File: config.mk
export PLATFORM = sky130hd
export DESIGN_NAME = dmsh_ram
export DESIGN_NICKNAME = d
export VERILOG_FILES = /design/src/rtl/dmsh_ram.sv
export SDC_FILE = /design/constraint.sdc
export NUM_CORES = 1
export LEC_CHECK = 0
export ABC_AREA = 1
export BUFFER_PORTS_ARGS = -buffer_cell sky130_fd_sc_hd__buf_2
export CAP_MARGIN = 20
export CELL_PAD_IN_SITES_DETAIL_PLACEMENT = 0
export CELL_PAD_IN_SITES_GLOBAL_PLACEMENT = 1
export CORE_MARGIN = 2
export CORE_UTILIZATION = 50
export DETAILED_ROUTE_END_ITERATION = 10
export PLACE_DENSITY = 0.81
export REMOVE_ABC_BUFFERS = 1
export SYNTH_ARGS = -nofsm -noshare
export SYNTH_HDL_FRONTEND = slang
export SYNTH_SLANG_ARGS = --single-unit
File: constraint.sdc
create_clock -name clk -period 1.8 [get_ports clk]
set_input_delay 0.36 -clock clk [delete_from_list [all_inputs] [get_ports clk]]
set_output_delay 0.36 -clock clk [all_outputs]
set_load 0.05 [all_outputs]
File: src/rtl/dmsh_ram.sv
// generic simple dual-port ram with registered read
`default_nettype none
module dmsh_ram #(
  parameter int WIDTH = 8,
  parameter int DEPTH = 16
) (
  input  wire logic                     clk,
  input  wire logic                     wr_en,
  input  wire logic [$clog2(DEPTH)-1:0] wr_addr,
  input  wire logic [WIDTH-1:0]         wr_data,
  input  wire logic                     rd_en,
  input  wire logic [$clog2(DEPTH)-1:0] rd_addr,
  output logic      [WIDTH-1:0]         rd_data
);

  logic [WIDTH-1:0] mem_r [DEPTH];

  always_ff @(posedge clk) begin
    if (wr_en) begin
      mem_r[wr_addr] <= wr_data;
    end
    if (rd_en) begin
      rd_data <= mem_r[rd_addr];
    end
  end

endmodule
`default_nettype wire

==> flow_metrics.tcl <==
set metrics [dict create \
    reg2reg_from "mem_r[9][7]$_DFFE_PP_" \
    outcome "completed" \
    clkTransAtPathRegs_ns 0.05 \
    dr.pass1.iters 5 \
    synth_top_area_share_pct 69.8 \
    wl_um 12200 \
    yosys_warnings 0 \
    whs_ns 0.313 \
    maxCapViolCount 0 \
    cts_resized 0 \
    placed_cells 717 \
    endpoint_kind "output port" \
    core_area_mm2 0.0114 \
    initial_utilization_pct 51.2 \
    cp_slowest_stage_delay_ns 0.39 \
    num_rows 39 \
    pin_count 27 \
    htreeDepth 4 \
    drt_iter0_markers 198 \
    antenna_found_initial 0 \
    reg2reg_depth 6 \
    synth-edff-count 136 \
    crit_required_ns 1.44 \
    min_path_cells 1 \
    post-synth-top-count-cell "nand2_1" \
    critPathTopFamily "flip-flops" \
    crit_slowest_cell "edfxtp_1" \
    rsz0062_at_grt "no" \
    finalMaxSlewViolations 0 \
    r2r-end "rd_data[7]$_DFFE_PP_" \
    utilization_pct 59.3 \
    layout_min_cycle_time_ns 1.44 \
    synth.distinct_cells 11 \
    skew_ns 0.00874 \
    finalHoldViolCount 0 \
    period_share_pct 80.2 \
    cts-root-buf "clkbuf_16" \
    drive_gt1_share_pct 12.2 \
    ctsHoldBuffers 0 \
    critPathBufInv 1 \
    grt.total_usage_pct 20.9 \
    grt_max_degree 65 \
    worstSetupPathType "register to output port" \
    cp_max_fo 1 \
    stdcell_area_mm2 0.00677 \
    synthArstFlopShare_pct 0 \
    hpwl_um 7410 \
    slew_headroom_pct 57.1 \
    synthTopCellsByCount "nand2_1, edfxtp_1, inv_1" \
    cp_data_arrival_time_ns 1.08 \
    cp-start-kind "register" \
    gr-total-overflow 0 \
    synth_seq_cells 136 \
    setup_viol 0 \
    die-width_um 112 \
    syn2layout_area_growth_pct 15.7 \
    r2r_setup_slack_ns 0.68 \
    ys_seq_area_share_pct 69.8 \
    syn_avg_cell_area_um2 10.6 \
    vdd_drop_max_uv 635 \
    power_mw 7.55 \
    postCtsSetupBuffers 0 \
    chipHeight_um 112 \
    fin_ws_ns 0.356 \
    wl_per_cell_um 16.3 \
    cts_tree "yes" \
    n_antenna_cell 0 \
    antenna_left 0 \
    num-nets-final 612 \
    synth_top_area_cell "edfxtp_1" \
    portBuffers 26 \
    drc 0 \
    netlist_area_mm2 0.00585 \
    post_dp_cell_area_mm2 0.00617 \
    vias_per_cell 5.10 \
    worstMarginPinSlew_ns 0.643 \
    fmax_mhz 693 \
    clock-sinks 136 \
    die_area_mm2 0.0126 \
    synthCells 551 \
    grt_pass1_wl_um 19700 \
    via_count 3822 \
    cts_made_buffers 17 \
    clk_latency_ns 0.41 \
    cellLeakagePower_nw 2.94 \
    finalSetupTns_ns 0 \
    hold_path.startpoint "rd_en" \
    power_density_mw_per_mm2 1120 \
    crit_chain "buf_2" \
    clockBufferDepth 2 \
    synthTopCellsByArea "edfxtp_1, nand2_1, nand3_1" \
    holdPathEnd "rd_data[4]$_DFFE_PP_" \
    ys.flop_type "edfxtp_1" \
    fin_cells 749 \
    dp_slack_ns 0.187 \
    grt_pass1_vias 3773 \
    gp_congestion 0.816 \
    hp-class "primary input to register" \
]
## cell families after synthesis
| kind of cell | after synthesis | synth area share (%) |
|---|---|---|
| flip-flops | 136 | 69.8 |
| buffers and inverters | 126 | 9.39 |
| AND/OR/NAND/NOR | 289 | 20.8 |
## cell type report
type                    instances  area [um^2]
flip-flops and latches        136         4080
well taps                     143          179
clock inverters                11          154
repair buffers                 47          313
fillers                       941         4650
inverters                     102          383
clock buffers                  21          440
multi-input cells             289         1210
## report_power, final
group | internal (mW) | total (mW) | switching [mW]
sequential | 3.57 | 3.59 | 0.0197
combinational | 0.126 | 0.460 | 0.334
clock | 2.29 | 3.50 | 1.21
## placed cells by master (no fill, tap or decap), types with 3 or more instances in the layout
| master | count |
|---|---|
| bufinv_16 | 4 |
| clkbuf_16 | 17 |
| buf_2 | 26 |
| edfxtp_1 | 136 |
| nand2_1 | 173 |
| clkinv_1 | 3 |
| inv_1 | 100 |
| nor2_1 | 17 |
| clkinv_2 | 3 |
| buf_4 | 19 |
| clkbuf_1 | 4 |
| nand3_1 | 97 |
## how the worst max path moves through the flow
| stage | cells past startpoint | end | from |
|---|---|---|---|
| 2_1_floorplan | 6 | rd_data[2]$_DFFE_PP_ | rd_addr[0] |
| 3_3_place_gp | 6 | rd_data[7]$_DFFE_PP_ | rd_addr[1] |
| 3_5_place_dp | 6 | rd_data[7]$_DFFE_PP_ | rd_addr[1] |
| 4_1_cts | 1 | rd_data[6] | rd_data[6]$_DFFE_PP_ |
| 5_1_grt | 1 | rd_data[6] | rd_data[6]$_DFFE_PP_ |
| 6_report | 1 | rd_data[6] | rd_data[6]$_DFFE_PP_ |
## flip-flops by register name, summed over array words and instances, names as in the netlist
name	count
mem_r	128
rd_data	8
## routing by layer
metal  GRT usage [%]  wire length, um  up-vias
met5               0                0        -
met4            9.27              265        0
met3            5.51              820       20
met2            34.1             6180      119
met1            26.4             4940     1817
li1                -                -     1866
No activity file was read; power rests on OpenSTA's default activity.
