<file path="src/rtl/dmsh_pkg.sv">
// shared types, constants and codes of the direct-mapped string hash table
`default_nettype none
package dmsh_pkg;

  localparam int TABLE_ENTRIES = 1024;
  localparam int SLOT_W        = $clog2(TABLE_ENTRIES);
  localparam int MAX_KEY_BYTES = 32;
  localparam int KLEN_W        = $clog2(MAX_KEY_BYTES + 1);
  localparam int KIDX_W        = $clog2(MAX_KEY_BYTES);
  localparam int KEY_ROW_W     = MAX_KEY_BYTES * 8;
  localparam int VALUE_BITS    = 32;
  localparam int COUNT_W       = $clog2(TABLE_ENTRIES + 1);
  localparam int START_W       = 11;
  localparam int HASH_SEED     = 5381;
  localparam logic [SLOT_W-1:0] HASH_INIT = SLOT_W'(HASH_SEED % TABLE_ENTRIES);

  localparam logic [1:0] KIND_APPEND = 2'd0;
  localparam logic [1:0] KIND_INSERT = 2'd1;
  localparam logic [1:0] KIND_LOOKUP = 2'd2;
  localparam logic [1:0] KIND_SCAN   = 2'd3;

  localparam logic [2:0] ST_OK        = 3'd0;
  localparam logic [2:0] ST_NOT_FOUND = 3'd1;
  localparam logic [2:0] ST_OCCUPIED  = 3'd2;
  localparam logic [2:0] ST_TOO_LONG  = 3'd3;
  localparam logic [2:0] ST_END       = 3'd4;

  typedef struct packed {
    logic [1:0]            kind;
    logic [7:0]            key_byte;
    logic [VALUE_BITS-1:0] value;
    logic [START_W-1:0]    start_index;
  } in_word_t;

  typedef struct packed {
    logic [2:0]            status;
    logic [9:0]            slot_index;
    logic [31:0]           found_value;
    logic [10:0]           entry_count;
    logic [5:0]            found_key_length;
  } out_word_t;

  // per-slot metadata row
  typedef struct packed {
    logic                  valid;
    logic [KLEN_W-1:0]     klen;
    logic [VALUE_BITS-1:0] value;
  } meta_t;

  // pending key status
  typedef struct packed {
    logic [KLEN_W-1:0]     len;
    logic                  ovf;
    logic [SLOT_W-1:0]     hash;
  } pend_t;

endpackage
`default_nettype wire

</file>
<file path="src/rtl/dmsh_pend.sv">
// pending key buffer with running djb2 hash
`default_nettype none
module dmsh_pend (
  input  wire logic                          clk,
  input  wire logic                          rst_n,
  input  wire logic                          app_en,
  input  wire logic [7:0]                    app_byte,
  input  wire logic                          clr_en,
  output dmsh_pkg::pend_t                    pend,
  output logic [dmsh_pkg::KEY_ROW_W-1:0]     key_row
);
  import dmsh_pkg::*;

  logic [7:0]        key_r [MAX_KEY_BYTES];
  logic [KLEN_W-1:0] len_r, len_nxt;
  logic              ovf_r, ovf_nxt;
  logic [SLOT_W-1:0] hash_r, hash_nxt;
  logic              room;

  assign room = (len_r < KLEN_W'(MAX_KEY_BYTES));

  always_comb begin
    len_nxt  = len_r;
    ovf_nxt  = ovf_r;
    hash_nxt = hash_r;
    if (clr_en) begin
      len_nxt  = '0;
      ovf_nxt  = 1'b0;
      hash_nxt = HASH_INIT;
    end else if (app_en) begin
      if (room) begin
        len_nxt  = len_r + KLEN_W'(1);
        // h*33 + byte kept modulo the table size
        hash_nxt = (hash_r << 5) + hash_r + SLOT_W'(app_byte);
      end else begin
        ovf_nxt = 1'b1;
      end
    end
  end

  always_ff @(posedge clk) begin
    if (!rst_n) begin
      len_r  <= '0;
      ovf_r  <= 1'b0;
      hash_r <= HASH_INIT;
    end else begin
      len_r  <= len_nxt;
      ovf_r  <= ovf_nxt;
      hash_r <= hash_nxt;
    end
  end

  always_ff @(posedge clk) begin
    if (app_en && !clr_en && room) begin
      key_r[len_r[KIDX_W-1:0]] <= app_byte;
    end
  end

  for (genvar i = 0; i < MAX_KEY_BYTES; i++) begin : g_row
    assign key_row[i*8 +: 8] = key_r[i];
  end

  assign pend.len  = len_r;
  assign pend.ovf  = ovf_r;
  assign pend.hash = hash_r;

endmodule
`default_nettype wire

</file>
<file path="config.mk">
export PLATFORM = sky130hd
export DESIGN_NAME = dmsh_pend
export DESIGN_NICKNAME = d
export VERILOG_FILES = /design/src/rtl/dmsh_pkg.sv /design/src/rtl/dmsh_pend.sv
export SDC_FILE = /design/constraint.sdc
export NUM_CORES = 1
export LEC_CHECK = 0
export BUFFER_PORTS_ARGS = -buffer_cell sky130_fd_sc_hd__buf_2
export CORE_ASPECT_RATIO = 0.8
export CORE_MARGIN = 10
export CORE_UTILIZATION = 25
export CTS_CLUSTER_DIAMETER = 150
export DETAILED_ROUTE_END_ITERATION = 7
export SLEW_MARGIN = 10
export SYNTH_ARGS = -nofsm -noshare
export SYNTH_HDL_FRONTEND = slang
export SYNTH_SLANG_ARGS = --single-unit
</file>
<file path="constraint.sdc">
create_clock -name clk -period 5.3 [get_ports clk]
set_input_delay 0.265 -clock clk [delete_from_list [all_inputs] [get_ports clk]]
set_output_delay 0.265 -clock clk [all_outputs]
set_load 0.02 [all_outputs]
</file>
==> impl_metrics.yaml <==
setup_path:
  cp.arrival_ns: 2.83
  required_ns: 5.46
  start_kind: "flop"
  cp-end-kind: "flop"
  reg2reg_depth: 4
  r2r_end: "key_r[16][5]"
  reg2reg_slack_ns: 2.63
  reg2reg_from: "len_r[5]"
  criticalPathCategory: "flop to flop"
  crit_path_max_fanout: 14
global_routing:
  use_met3_pct: 4.61
  grt_max_degree: 34
  grt_pass1_vias: 5175
  antenna_found_initial: 0
  overflow: 0
  busiest_layer: "met2"
  grtUsageTotal_pct: 12.0
  grt_pass1_wl_mm: 38.9
  gr-usage-met2_pct: 19.2
  grtUsageMet1_pct: 15.0
synthesis:
  yosysSeqAreaShare_pct: 88.1
  synth_area_mm2: 0.00911
  syn_nets: 478
  synth-async-reset-ratio_pct: 0
  syn_inst: 444
  synth.most_common_cell: "edfxtp_1"
  synthTopCellsByArea: "edfxtp_1 (84%), dfxtp_1 (3.7%), ha_1 (2.5%)"
  synth.largest_area_cell: "edfxtp_1"
  synth_top_area_share_pct: 84.4
  yosysWarnings: 0
  synth_edf_count: 256
  synth_cell_types: 34
  ys_top_cells_by_count: "edfxtp_1 (256), nor2_1 (42), nand2_1 (25), ha_1 (18), dfxtp_1 (17)"
  ys.flop_type: "edfxtp_1"
  synth.avg_cell_area_um2: 20.5
  ys_ff_latch: 273
hold_path:
  hold_class: "primary input to flop"
  holdPathStages: 3
  holdCritStartpoint: "clr_en"
  hold_end: "hash_r[2]"
timing:
  fin_skew_ns: 0.00747
  drv_slew: 0
  tightest_slew_ns: 1.06
  hold_violations: 0
  period_share_pct: 50.3
  fmax_mhz: 375
  period_minus_slack_ns: 2.67
  fin_setup_tns_ns: 0
  setup_violations: 0
  maxSlewHeadroom_pct: 29.3
  rsz0062_at_grt: "no"
floorplan:
  die_h_um: 191
  start_util_pct: 25.4
  row_count: 62
  die_x_um: 233
  ioPinCount: 285
  die-area_mm2: 0.0445
  core_mm2: 0.0359
flow_run:
  cap_violations: 0
power:
  p_leak_uw: 0.00446
  power.density_mw_per_mm2: 370
  ir_drop_v: 0.000271
clock_tree:
  ctsLongestPathBuffers: 3
  cts_resized: 0
  path_clk_slew_ns: 0.06
  cts_buffers: 28
  cts_root_buf: "clkbuf_16"
  htreeDepth: 1
  cts.sinks: 273
  cts_tree: "yes"
  worstSkewPairLatency_ns: 0.55
route:
  viasPerCell: 3.98
  post_drt_wl_per_cell_um: 22.1
  firstDrtPassIters: 4
  ant_nets: 0
  drc: 0
  via_count: 5009
  drt-total-wl_mm: 27.8
  drt_iter0_drc: 311
final_layout:
  final_util_pct: 33.5
  area_delta_synth_final_pct: 32.3
  antennaDiodeCount: 0
  nNetsFinal: 790
  drive_above_1_share_pct: 43.6
  fillCellCount: 3442
place:
  gp_congestion: 0.794
  hpwlAfterDp_mm: 19.1
  port_buffers: 284
outcome:
  status: "complete, no violations"
## flip-flops by register name, indices dropped and copies added, names as in the netlist
signal	flops
ovf_r	1
key_r	256
hash_r	10
len_r	6
## logic make-up (layout without fill, tap and decap cells)
kind of cell | after synthesis | count (layout) | share of synthesized area, %
mux | 3 | 3 | 0.330
compound gates | 26 | 26 | 1.85
xor+xnor | 9 | 9 | 0.865
flops | 273 | 273 | 88.1
simple gates | 93 | 93 | 4.64
fa+ha+maj | 22 | 22 | 3.35
buf+inv | 18 | 352 | 0.838
## stage by stage
stage               worst slack [ns]  hold slack (ns)  std cells  power, uW  area [um^2]
floorplan                       2.97            0.364        444       2510         9110
global placement                2.51            0.461       1205       2600        11100
detailed placement              2.46            0.465       1205       2600        11100
CTS                             2.49            0.112       1258       4520        12000
global route                    2.28            0.158       1258       4650        12000
finish                          2.63            0.122       1258       4460        12000
## worst max path at each step
stage                         endpoint   startpoint  cells past startpoint  slack (ns)
after floorplan              hash_r[9]    hash_r[1]                      8        2.97
after global placement       hash_r[9]  app_byte[2]                      8        2.51
after detailed placement     hash_r[9]  app_byte[2]                      8        2.46
after CTS                 key_r[30][4]     len_r[5]                      4        2.49
after global routing      key_r[30][4]     len_r[5]                      4        2.28
final                     key_r[16][5]     len_r[5]                      4        2.63
## placed cells by master, fill, tap and decap left out, types with 2 or more instances in the layout
cell,count
a211oi_1,2
a21o_1,2
a21oi_1,8
a21oi_2,2
buf_2,284
buf_4,6
bufinv_16,2
clkbuf_1,4
clkbuf_16,29
clkinv_1,4
clkinv_2,5
clkinv_4,3
clkinvlp_4,5
dfxtp_1,17
edfxtp_1,256
fa_1,4
ha_1,18
inv_1,9
mux2i_1,3
nand2_1,25
nand2b_1,5
nand3_1,2
nand3b_1,3
nand4_1,2
nor2_1,42
nor2b_1,2
nor3_1,2
nor4_1,6
o211ai_1,2
o21a_1,3
o21ai_1,4
xnor2_1,5
xor2_1,4
## layout make-up
cell class	count	area (um^2)	share of cell area, %
clock buffers	33	741	6.15
clock inverters	19	164	1.36
inverters	9	33.8	0.280
multi-input cells	153	1010	8.35
flip-flops and latches	273	8030	66.6
well taps	480	601	4.98
repair buffers	291	1480	12.3
## layer usage
layer	wire (um)	vias to the layer above	part of all wire (%)
li1	-	2309	-
met1	11400	2448	41
met2	13100	218	47
met3	2800	34	10
met4	551	0	2.0
met5	0	-	0
## repair_timing
action | CTS | global route
endpoints found under the hold margin | 1 | 0
setup buffers | 0 | 0
hold buffers | 1 | 0
## power breakdown
part           total (uW)  switching [uW]  internal (uW)
clock                1910             813           1100
sequential           2370            7.59           2370
combinational         179             124           54.7
## critical path, cell delays in order (launching register included)
cell and delay, ns:
dfxtp_1 0.34, nand2b_1 0.41, nor2_1 0.33, nand2_1 0.31
nor2_1 0.89
Power figures use the tool's default switching activity.
